===== src/rtl/ccpp_pkg.sv =====
`timescale 1ns / 1ps

package ccpp_pkg;

    localparam int BYTE_W      = 8;
    localparam int COUNT_W     = 16;
    localparam int HDR_IDX_W   = 4;
    localparam int CFG_INDEX_W = 8;
    localparam int M_TDATA_W   = BYTE_W + COUNT_W;

    localparam logic [CFG_INDEX_W-1:0] CFG_MATCH_CHAR   = CFG_INDEX_W'(0);
    localparam logic [CFG_INDEX_W-1:0] CFG_REPLACE_CHAR = CFG_INDEX_W'(1);

    localparam logic [BYTE_W-1:0] MATCH_CHAR_RST   = 8'd73;
    localparam logic [BYTE_W-1:0] REPLACE_CHAR_RST = 8'd83;

    localparam logic [HDR_IDX_W-1:0] HDR_CNT_HI = 4'd8;
    localparam logic [HDR_IDX_W-1:0] HDR_CNT_LO = 4'd9;

    localparam logic [BYTE_W-1:0] TAG_UTF8       = 8'd1;
    localparam logic [BYTE_W-1:0] TAG_INTEGER    = 8'd3;
    localparam logic [BYTE_W-1:0] TAG_FLOAT      = 8'd4;
    localparam logic [BYTE_W-1:0] TAG_LONG       = 8'd5;
    localparam logic [BYTE_W-1:0] TAG_DOUBLE     = 8'd6;
    localparam logic [BYTE_W-1:0] TAG_CLASS      = 8'd7;
    localparam logic [BYTE_W-1:0] TAG_STRING     = 8'd8;
    localparam logic [BYTE_W-1:0] TAG_FIELDREF   = 8'd9;
    localparam logic [BYTE_W-1:0] TAG_METHODREF  = 8'd10;
    localparam logic [BYTE_W-1:0] TAG_IMETHODREF = 8'd11;
    localparam logic [BYTE_W-1:0] TAG_NAMETYPE   = 8'd12;
    localparam logic [BYTE_W-1:0] TAG_MHANDLE    = 8'd15;
    localparam logic [BYTE_W-1:0] TAG_MTYPE      = 8'd16;
    localparam logic [BYTE_W-1:0] TAG_DYNAMIC    = 8'd17;
    localparam logic [BYTE_W-1:0] TAG_INDY       = 8'd18;
    localparam logic [BYTE_W-1:0] TAG_MODULE     = 8'd19;
    localparam logic [BYTE_W-1:0] TAG_PACKAGE    = 8'd20;

    localparam logic [COUNT_W-1:0] BODY_WIDE    = 16'd8;
    localparam logic [COUNT_W-1:0] BODY_FOUR    = 16'd4;
    localparam logic [COUNT_W-1:0] BODY_TWO     = 16'd2;
    localparam logic [COUNT_W-1:0] BODY_THREE   = 16'd3;
    localparam logic [COUNT_W-1:0] BODY_UNKNOWN = 16'd1;

    typedef struct packed {
        logic [BYTE_W-1:0]  out_byte;
        logic               was_patched;
        logic [COUNT_W-1:0] patch_total;
        logic               out_last;
    } ccpp_result_t;

endpackage


===== src/rtl/ccpp_parser.sv =====
`timescale 1ns / 1ps

module ccpp_parser (
    input  logic                        aclk,
    input  logic                        aresetn,
    input  logic                        in_fire,
    input  logic [ccpp_pkg::BYTE_W-1:0] in_byte,
    input  logic                        in_last,
    input  logic [ccpp_pkg::BYTE_W-1:0] match_char,
    input  logic [ccpp_pkg::BYTE_W-1:0] replace_char,
    output ccpp_pkg::ccpp_result_t      result
);
    import ccpp_pkg::*;

    typedef enum logic [2:0] {
        PH_HEADER = 3'd0,
        PH_TAG    = 3'd1,
        PH_SKIP   = 3'd2,
        PH_LEN_HI = 3'd3,
        PH_LEN_LO = 3'd4,
        PH_TAIL   = 3'd5
    } phase_t;

    phase_t               phase_reg,    phase_next;
    logic [HDR_IDX_W-1:0] hdr_idx_reg,  hdr_idx_next;
    logic [COUNT_W-1:0]   entries_reg,  entries_next;
    logic [COUNT_W-1:0]   skip_reg,     skip_next;
    logic [BYTE_W-1:0]    len_hi_reg,   len_hi_next;
    logic                 single_reg,   single_next;
    logic [COUNT_W-1:0]   patch_reg,    patch_next;

    logic [COUNT_W-1:0]   word16;
    logic [COUNT_W-1:0]   skip_dec;
    logic [COUNT_W-1:0]   body;
    logic [COUNT_W-1:0]   used;
    logic [BYTE_W-1:0]    ob;
    logic                 patched;

    always_comb begin
        phase_next   = phase_reg;
        hdr_idx_next = hdr_idx_reg;
        entries_next = entries_reg;
        skip_next    = skip_reg;
        len_hi_next  = len_hi_reg;
        single_next  = single_reg;
        patch_next   = patch_reg;
        ob           = in_byte;
        patched      = 1'b0;
        word16       = {len_hi_reg, in_byte};
        skip_dec     = (skip_reg != '0) ? skip_reg - 16'd1 : '0;
        body         = BODY_UNKNOWN;
        used         = 16'd1;

        unique case (in_byte) inside
            TAG_LONG, TAG_DOUBLE: begin
                body = BODY_WIDE;
                used = 16'd2;
            end
            TAG_INTEGER, TAG_FLOAT, TAG_FIELDREF, TAG_METHODREF,
            TAG_IMETHODREF, TAG_NAMETYPE, TAG_DYNAMIC, TAG_INDY: begin
                body = BODY_FOUR;
            end
            TAG_CLASS, TAG_STRING, TAG_MTYPE, TAG_MODULE, TAG_PACKAGE: begin
                body = BODY_TWO;
            end
            TAG_MHANDLE: begin
                body = BODY_THREE;
            end
            default: begin
                body = BODY_UNKNOWN;
            end
        endcase

        unique case (phase_reg)
            PH_HEADER: begin
                if (hdr_idx_reg == HDR_CNT_LO) begin
                    entries_next = (word16 != '0) ? word16 - 16'd1 : '0;
                    len_hi_next  = '0;
                    single_next  = 1'b0;
                    phase_next   = (entries_next == '0) ? PH_TAIL : PH_TAG;
                end else begin
                    if (hdr_idx_reg == HDR_CNT_HI) begin
                        len_hi_next = in_byte;
                    end
                    hdr_idx_next = hdr_idx_reg + 4'd1;
                end
            end
            PH_TAG: begin
                if (in_byte == TAG_UTF8) begin
                    entries_next = entries_reg - 16'd1;
                    phase_next   = PH_LEN_HI;
                end else begin
                    entries_next = (entries_reg > used) ? entries_reg - used : '0;
                    skip_next    = body;
                    single_next  = 1'b0;
                    phase_next   = PH_SKIP;
                end
            end
            PH_LEN_HI: begin
                len_hi_next = in_byte;
                phase_next  = PH_LEN_LO;
            end
            PH_LEN_LO: begin
                len_hi_next = '0;
                if (word16 == '0) begin
                    single_next = 1'b0;
                    phase_next  = (entries_reg == '0) ? PH_TAIL : PH_TAG;
                end else begin
                    skip_next   = word16;
                    single_next = (word16 == 16'd1);
                    phase_next  = PH_SKIP;
                end
            end
            PH_SKIP: begin
                if (single_reg && (in_byte == match_char)) begin
                    ob      = replace_char;
                    patched = 1'b1;
                    if (patch_reg != '1) begin
                        patch_next = patch_reg + 16'd1;
                    end
                end
                skip_next = skip_dec;
                if (skip_dec == '0) begin
                    single_next = 1'b0;
                    phase_next  = (entries_reg == '0) ? PH_TAIL : PH_TAG;
                end
            end
            default: begin
            end
        endcase

        result.out_byte    = ob;
        result.was_patched = patched;
        result.patch_total = patch_next;
        result.out_last    = in_last;

        // end of file: drop all parse state
        if (in_last) begin
            phase_next   = PH_HEADER;
            hdr_idx_next = '0;
            entries_next = '0;
            skip_next    = '0;
            len_hi_next  = '0;
            single_next  = 1'b0;
            patch_next   = '0;
        end
    end

    always_ff @(posedge aclk) begin
        if (!aresetn) begin
            phase_reg   <= PH_HEADER;
            hdr_idx_reg <= '0;
            entries_reg <= '0;
            skip_reg    <= '0;
            len_hi_reg  <= '0;
            single_reg  <= 1'b0;
            patch_reg   <= '0;
        end else if (in_fire) begin
            phase_reg   <= phase_next;
            hdr_idx_reg <= hdr_idx_next;
            entries_reg <= entries_next;
            skip_reg    <= skip_next;
            len_hi_reg  <= len_hi_next;
            single_reg  <= single_next;
            patch_reg   <= patch_next;
        end
    end

`ifndef SYNTHESIS
    a_len_hi_to_lo: assert property (@(posedge aclk) disable iff (!aresetn)
        (aresetn && in_fire && !in_last && phase_reg == PH_LEN_HI)
        |=> phase_reg == PH_LEN_LO)
        else $error("length high byte not followed by length low phase");

    a_last_clears: assert property (@(posedge aclk) disable iff (!aresetn)
        (aresetn && in_fire && in_last)
        |=> (phase_reg == PH_HEADER && patch_reg == '0 && hdr_idx_reg == '0))
        else $error("parser state not cleared after last word");

    a_patch_in_skip: assert property (@(posedge aclk) disable iff (!aresetn)
        result.was_patched |-> (phase_reg == PH_SKIP && single_reg))
        else $error("patch outside a one-character entry");

    a_count_hold: assert property (@(posedge aclk) disable iff (!aresetn)
        (aresetn && !in_fire) |=> $stable(patch_reg))
        else $error("patch count moved without an accepted word");
`endif

endmodule


===== src/rtl/ccpp_out_reg.sv =====
`timescale 1ns / 1ps

module ccpp_out_reg (
    input  logic                   aclk,
    input  logic                   aresetn,
    input  logic                   load,
    input  ccpp_pkg::ccpp_result_t result,
    input  logic                   m_ready,
    output logic                   m_valid,
    output ccpp_pkg::ccpp_result_t m_result,
    output logic                   can_load
);
    import ccpp_pkg::*;

    logic         valid_reg;
    ccpp_result_t data_reg;

    assign can_load = !valid_reg || m_ready;
    assign m_valid  = valid_reg;
    assign m_result = data_reg;

    always_ff @(posedge aclk) begin
        if (!aresetn) begin
            valid_reg <= 1'b0;
        end else if (load) begin
            valid_reg <= 1'b1;
        end else if (m_ready) begin
            valid_reg <= 1'b0;
        end
    end

    always_ff @(posedge aclk) begin
        if (load) begin
            data_reg <= result;
        end
    end

endmodule


===== src/rtl/class_constant_pool_patcher_top.sv =====
`timescale 1ns / 1ps

// Streams a class file one byte per word and patches one-character Utf8 constant
// pool entries equal to match_char into replace_char; every byte comes out with a
// patch flag and running patch count. One word is accepted every cycle unless the
// input stalls; each result appears in the cycle after its word in a single output
// register, which is refilled in the cycle it is taken, so the input stalls only
// while that register is full and m_axis_tready is low. A word with tlast ends
// the file and restarts parsing. Write match_char (index 0) and replace_char (index 1)
// only while no word is in flight.
module class_constant_pool_patcher_top (
    input  logic                             aclk,
    input  logic                             aresetn,
    input  logic                             s_axis_tvalid,
    output logic                             s_axis_tready,
    input  logic [ccpp_pkg::BYTE_W-1:0]      s_axis_tdata,   // [7:0] in_byte
    input  logic                             s_axis_tlast,
    output logic                             m_axis_tvalid,
    input  logic                             m_axis_tready,
    output logic [ccpp_pkg::M_TDATA_W-1:0]   m_axis_tdata,   // [7:0] out_byte, [23:8] patch_total
    output logic                             m_axis_tuser,   // [0] was_patched
    output logic                             m_axis_tlast,
    input  logic                             cfg_valid,
    output logic                             cfg_ready,
    input  logic [ccpp_pkg::CFG_INDEX_W-1:0] cfg_index,
    input  logic [ccpp_pkg::BYTE_W-1:0]      cfg_data
);
    import ccpp_pkg::*;

    logic [BYTE_W-1:0] match_char_reg;
    logic [BYTE_W-1:0] replace_char_reg;
    logic              in_fire;
    logic              can_load;
    ccpp_result_t      result;
    ccpp_result_t      m_result;

    assign cfg_ready     = 1'b1;
    assign s_axis_tready = can_load;
    assign in_fire       = s_axis_tvalid && can_load;

    always_ff @(posedge aclk) begin
        if (!aresetn) begin
            match_char_reg   <= MATCH_CHAR_RST;
            replace_char_reg <= REPLACE_CHAR_RST;
        end else if (cfg_valid) begin
            unique case (cfg_index)
                CFG_MATCH_CHAR:   match_char_reg   <= cfg_data;
                CFG_REPLACE_CHAR: replace_char_reg <= cfg_data;
                default: begin
                end
            endcase
        end
    end

    ccpp_parser u_parser (
        .aclk         (aclk),
        .aresetn      (aresetn),
        .in_fire      (in_fire),
        .in_byte      (s_axis_tdata),
        .in_last      (s_axis_tlast),
        .match_char   (match_char_reg),
        .replace_char (replace_char_reg),
        .result       (result)
    );

    ccpp_out_reg u_out_reg (
        .aclk     (aclk),
        .aresetn  (aresetn),
        .load     (in_fire),
        .result   (result),
        .m_ready  (m_axis_tready),
        .m_valid  (m_axis_tvalid),
        .m_result (m_result),
        .can_load (can_load)
    );

    assign m_axis_tdata = {m_result.patch_total, m_result.out_byte};
    assign m_axis_tuser = m_result.was_patched;
    assign m_axis_tlast = m_result.out_last;

endmodule


===== config.mk =====
export PLATFORM = sky130hd
export DESIGN_NAME = class_constant_pool_patcher_top
export DESIGN_NICKNAME = d
export VERILOG_FILES = /design/src/rtl/ccpp_pkg.sv /design/src/rtl/ccpp_parser.sv /design/src/rtl/ccpp_out_reg.sv /design/src/rtl/class_constant_pool_patcher_top.sv
export SDC_FILE = /design/constraint.sdc
export NUM_CORES = 1
export LEC_CHECK = 0
export BUFFER_PORTS_ARGS = -buffer_cell sky130_fd_sc_hd__buf_2
export CORE_AREA = 5 5 95 141
export CTS_CLUSTER_SIZE = 8
export DETAILED_ROUTE_END_ITERATION = 8
export DIE_AREA = 0 0 100 146
export GPL_ROUTABILITY_DRIVEN = 0
export PLACE_DENSITY = 0.88
export SLEW_MARGIN = 20
export SYNTH_ARGS = -nofsm -noshare
export SYNTH_HDL_FRONTEND = slang
export SYNTH_SLANG_ARGS = --single-unit

===== constraint.sdc =====
create_clock -name aclk -period 3.4 [get_ports aclk]
set_clock_uncertainty 0.05 [all_clocks]
set_input_delay 0.17 -clock aclk [delete_from_list [all_inputs] [get_ports aclk]]
set_output_delay 0.17 -clock aclk [all_outputs]
set_load 0.01 [all_outputs]

==> flow_summary.ini <==
[synthesis]
synth-edff-count = 26
ys.flop_type = dfxtp_1
synth_area_leader_cell = dfxtp_1
ys_types = 82
synth_warnings = 0
async_flop_share = 0
synth-seq-area-share = 0.342
syn_inst = 872
synth_area_per_cell_um2 = 8.06
netlist_area_mm2 = 0.00703
ys_ff_latch = 107
synth.top_cell.area_share = 0.231
ys_top_cells_by_area = dfxtp_1, edfxtp_1, nor2_1, a21oi_1, nand2_1
syn-num-nets = 915

[placement]
place_ws_ns = 0.217
io_buffers = 57
dp_hpwl_um = 15100

[sta]
fin_crit_sh = 0.858
worstMarginPinSlew_ns = 0.914
hold_viol = 0
slew_viol_final = 0
rsz0062_at_grt = false
finalCriticalPeriod_ns = 2.92
finalSetupViolCount = 0
fmax_mhz = 343
fin_ws_ns = 0.482
tns_ns = 0
worst_hold_slack_ns = 0.00278
relSlewSlack = 0.388

[worst_setup_path]
critPathLaunchType = flop
cp-end-kind = flop
r2r_start = u_parser.entries_reg[1]
crit_end = u_parser.entries_reg[10]
r2r_slack_ns = 0.48
cp_data_arrival_time_ns = 3.14
crit_family = compound AO/OA/AOI/OAI gates
slowest_stage = dfxtp_1
critPathMaxFanout = 7
slowest_delay_ns = 0.48
cp.required_ns = 3.62
r2r_cells = 11
critPathKind = flop to flop
path_buf_inv = 2
r2r_end = u_parser.entries_reg[10]
cp.depth = 11
crit_chain = inv_1 > a31oi_1 > nor2_1 > ha_1 > nor2b_1 > a41oi_1 > nand4b_2 > buf_4 > o21ai_0 > o32ai_1 > a21o_1
startpoint = u_parser.entries_reg[1]

[finish]
final_common_cell = nor2_1
drive_above_1_share = 0.159
final_cell_mix = nor2_1, dfxtp_1, nand2_1, a21oi_1, buf_2
fin_util = 0.658
largest_reg_flops = 26
syn_to_final_growth_pct = 11.9
fin_nets = 960
diodes = 0

[clocking]
cts_root_buffer = clkbuf_16
cts_resized = 0
post-cts-setup-buffers = 0
cts.reportedPaths.clkPinSlew_ns = 0.09
cts_max_path_buffers = 2
clock-sinks = 107
cts_made_buffers = 9
cts_tree = done
clk-insertion-delay-late_ns = 0.37
ctsHtreeMaxLevel = 3

[global_routing]
grt_max_degree = 37
antenna_found_initial = 0
grt_pass1_wl_um = 34400
grt_pass1_vias = 7103
track_usage = 0.291
overflow = 0

[die]
row_count = 49
die_w_um = 100
start_util = 0.588
die_y_um = 146
design.core.area_mm2 = 0.0120
dieArea_mm2 = 0.0146
ios = 59

[pwr]
power_w = 0.00291
powerDensity_mw_per_mm2 = 371
p_leak_nw = 3.07
ir_drop_v = 0.000283

[route]
wl_met1_um = 7570
via_count = 7217
met2_length_um = 10500
route.detailed.drc = 0
top_layer_used = met4
dr_wl_met3_um = 1520
drt-vias-per-instance = 6.71
wl_per_cell_um = 19.7
wirelength_um = 21200
drtIter0Drc = 893
drt_first_pass_iters = 5
ant_nets = 0

[min_path]
hp-class = input pin to flop

[job]
drv_cap = 0

[run_status]
outcome = finished clean
timing repair:
action                                 in CTS  in global routing
endpoints found under the hold margin       5                  0
hold buffers                                4                  0
setup endpoints to repair                   0                  0
through the flow:
stage,std cells,area [µm²]
final,1075,7860
after floorplan,872,7030
after global routing,1075,7860
after detailed placement,1055,7500
after CTS,1075,7860
after global placement,1055,7500
cell type report:
| cell class | count | area, µm² |
|---|---|---|
| Multi-Input combinational cell | 679 | 4270 |
| Fill cell | 960 | 4090 |
| Sequential cell | 107 | 2400 |
| Timing Repair Buffer | 97 | 596 |
| Clock buffer | 9 | 225 |
| Tap cell | 153 | 191 |
| Clock inverter | 7 | 93.8 |
| Inverter | 23 | 86.3 |
per-layer routing:
layer / vias up / global-route usage
met2: 423 / 0.492
li1: 3304 / -
met1: 3356 / 0.319
met4: 0 / 0.223
met3: 134 / 0.0465
met5: - / 0
worst min path at each step:
stage	from	cells after the start	slack [ns]	to
2_1_floorplan	s_axis_tlast	0	0.22	u_out_reg.m_result[0]
3_3_place_gp	cfg_data[4]	3	0.35	replace_char_reg[4]
3_5_place_dp	cfg_data[4]	3	0.36	replace_char_reg[4]
4_1_cts	cfg_data[5]	3	0.0007	replace_char_reg[5]
5_1_grt	cfg_data[7]	3	0.002	replace_char_reg[7]
6_report	cfg_data[7]	3	0.003	replace_char_reg[7]
worst min-delay path, cell delays in order:
cell     delay [ns]
buf_2          0.09
mux2i_1        0.06
nor2_1         0.07
logic make-up after synthesis:
family          after synthesis  share of synthesized area
buf+inv                      86                     0.0516
other cells                   1                   0.000534
fa+ha+maj                    13                     0.0231
compound gates              223                      0.209
simple gates                369                      0.276
xor+xnor                     46                     0.0573
flops                       107                      0.342
mux                          27                     0.0406
Yosys cell counts (22+ instances only):
master and count:
xnor2_1 29, a21oi_1 65, nand3_1 38, nand2_1 75
dfxtp_1 81, a22oi_1 24, nor3_1 40, clkbuf_1 44
o21ai_0 45, inv_1 22, edfxtp_1 26, nor2_1 99
power by group:
group / switching [W] / total [W] / internal [W] / leakage [nW]
Sequential: 0.0000237 / 0.00135 / 0.00133 / 0.910
Clock: 0.000584 / 0.00113 / 0.000541 / 0.154
Combinational: 0.000281 / 0.000439 / 0.000158 / 2.00
Total: 0.000889 / 0.00291 / 0.00203 / 3.07
No activity file was read; power rests on OpenSTA's default activity.
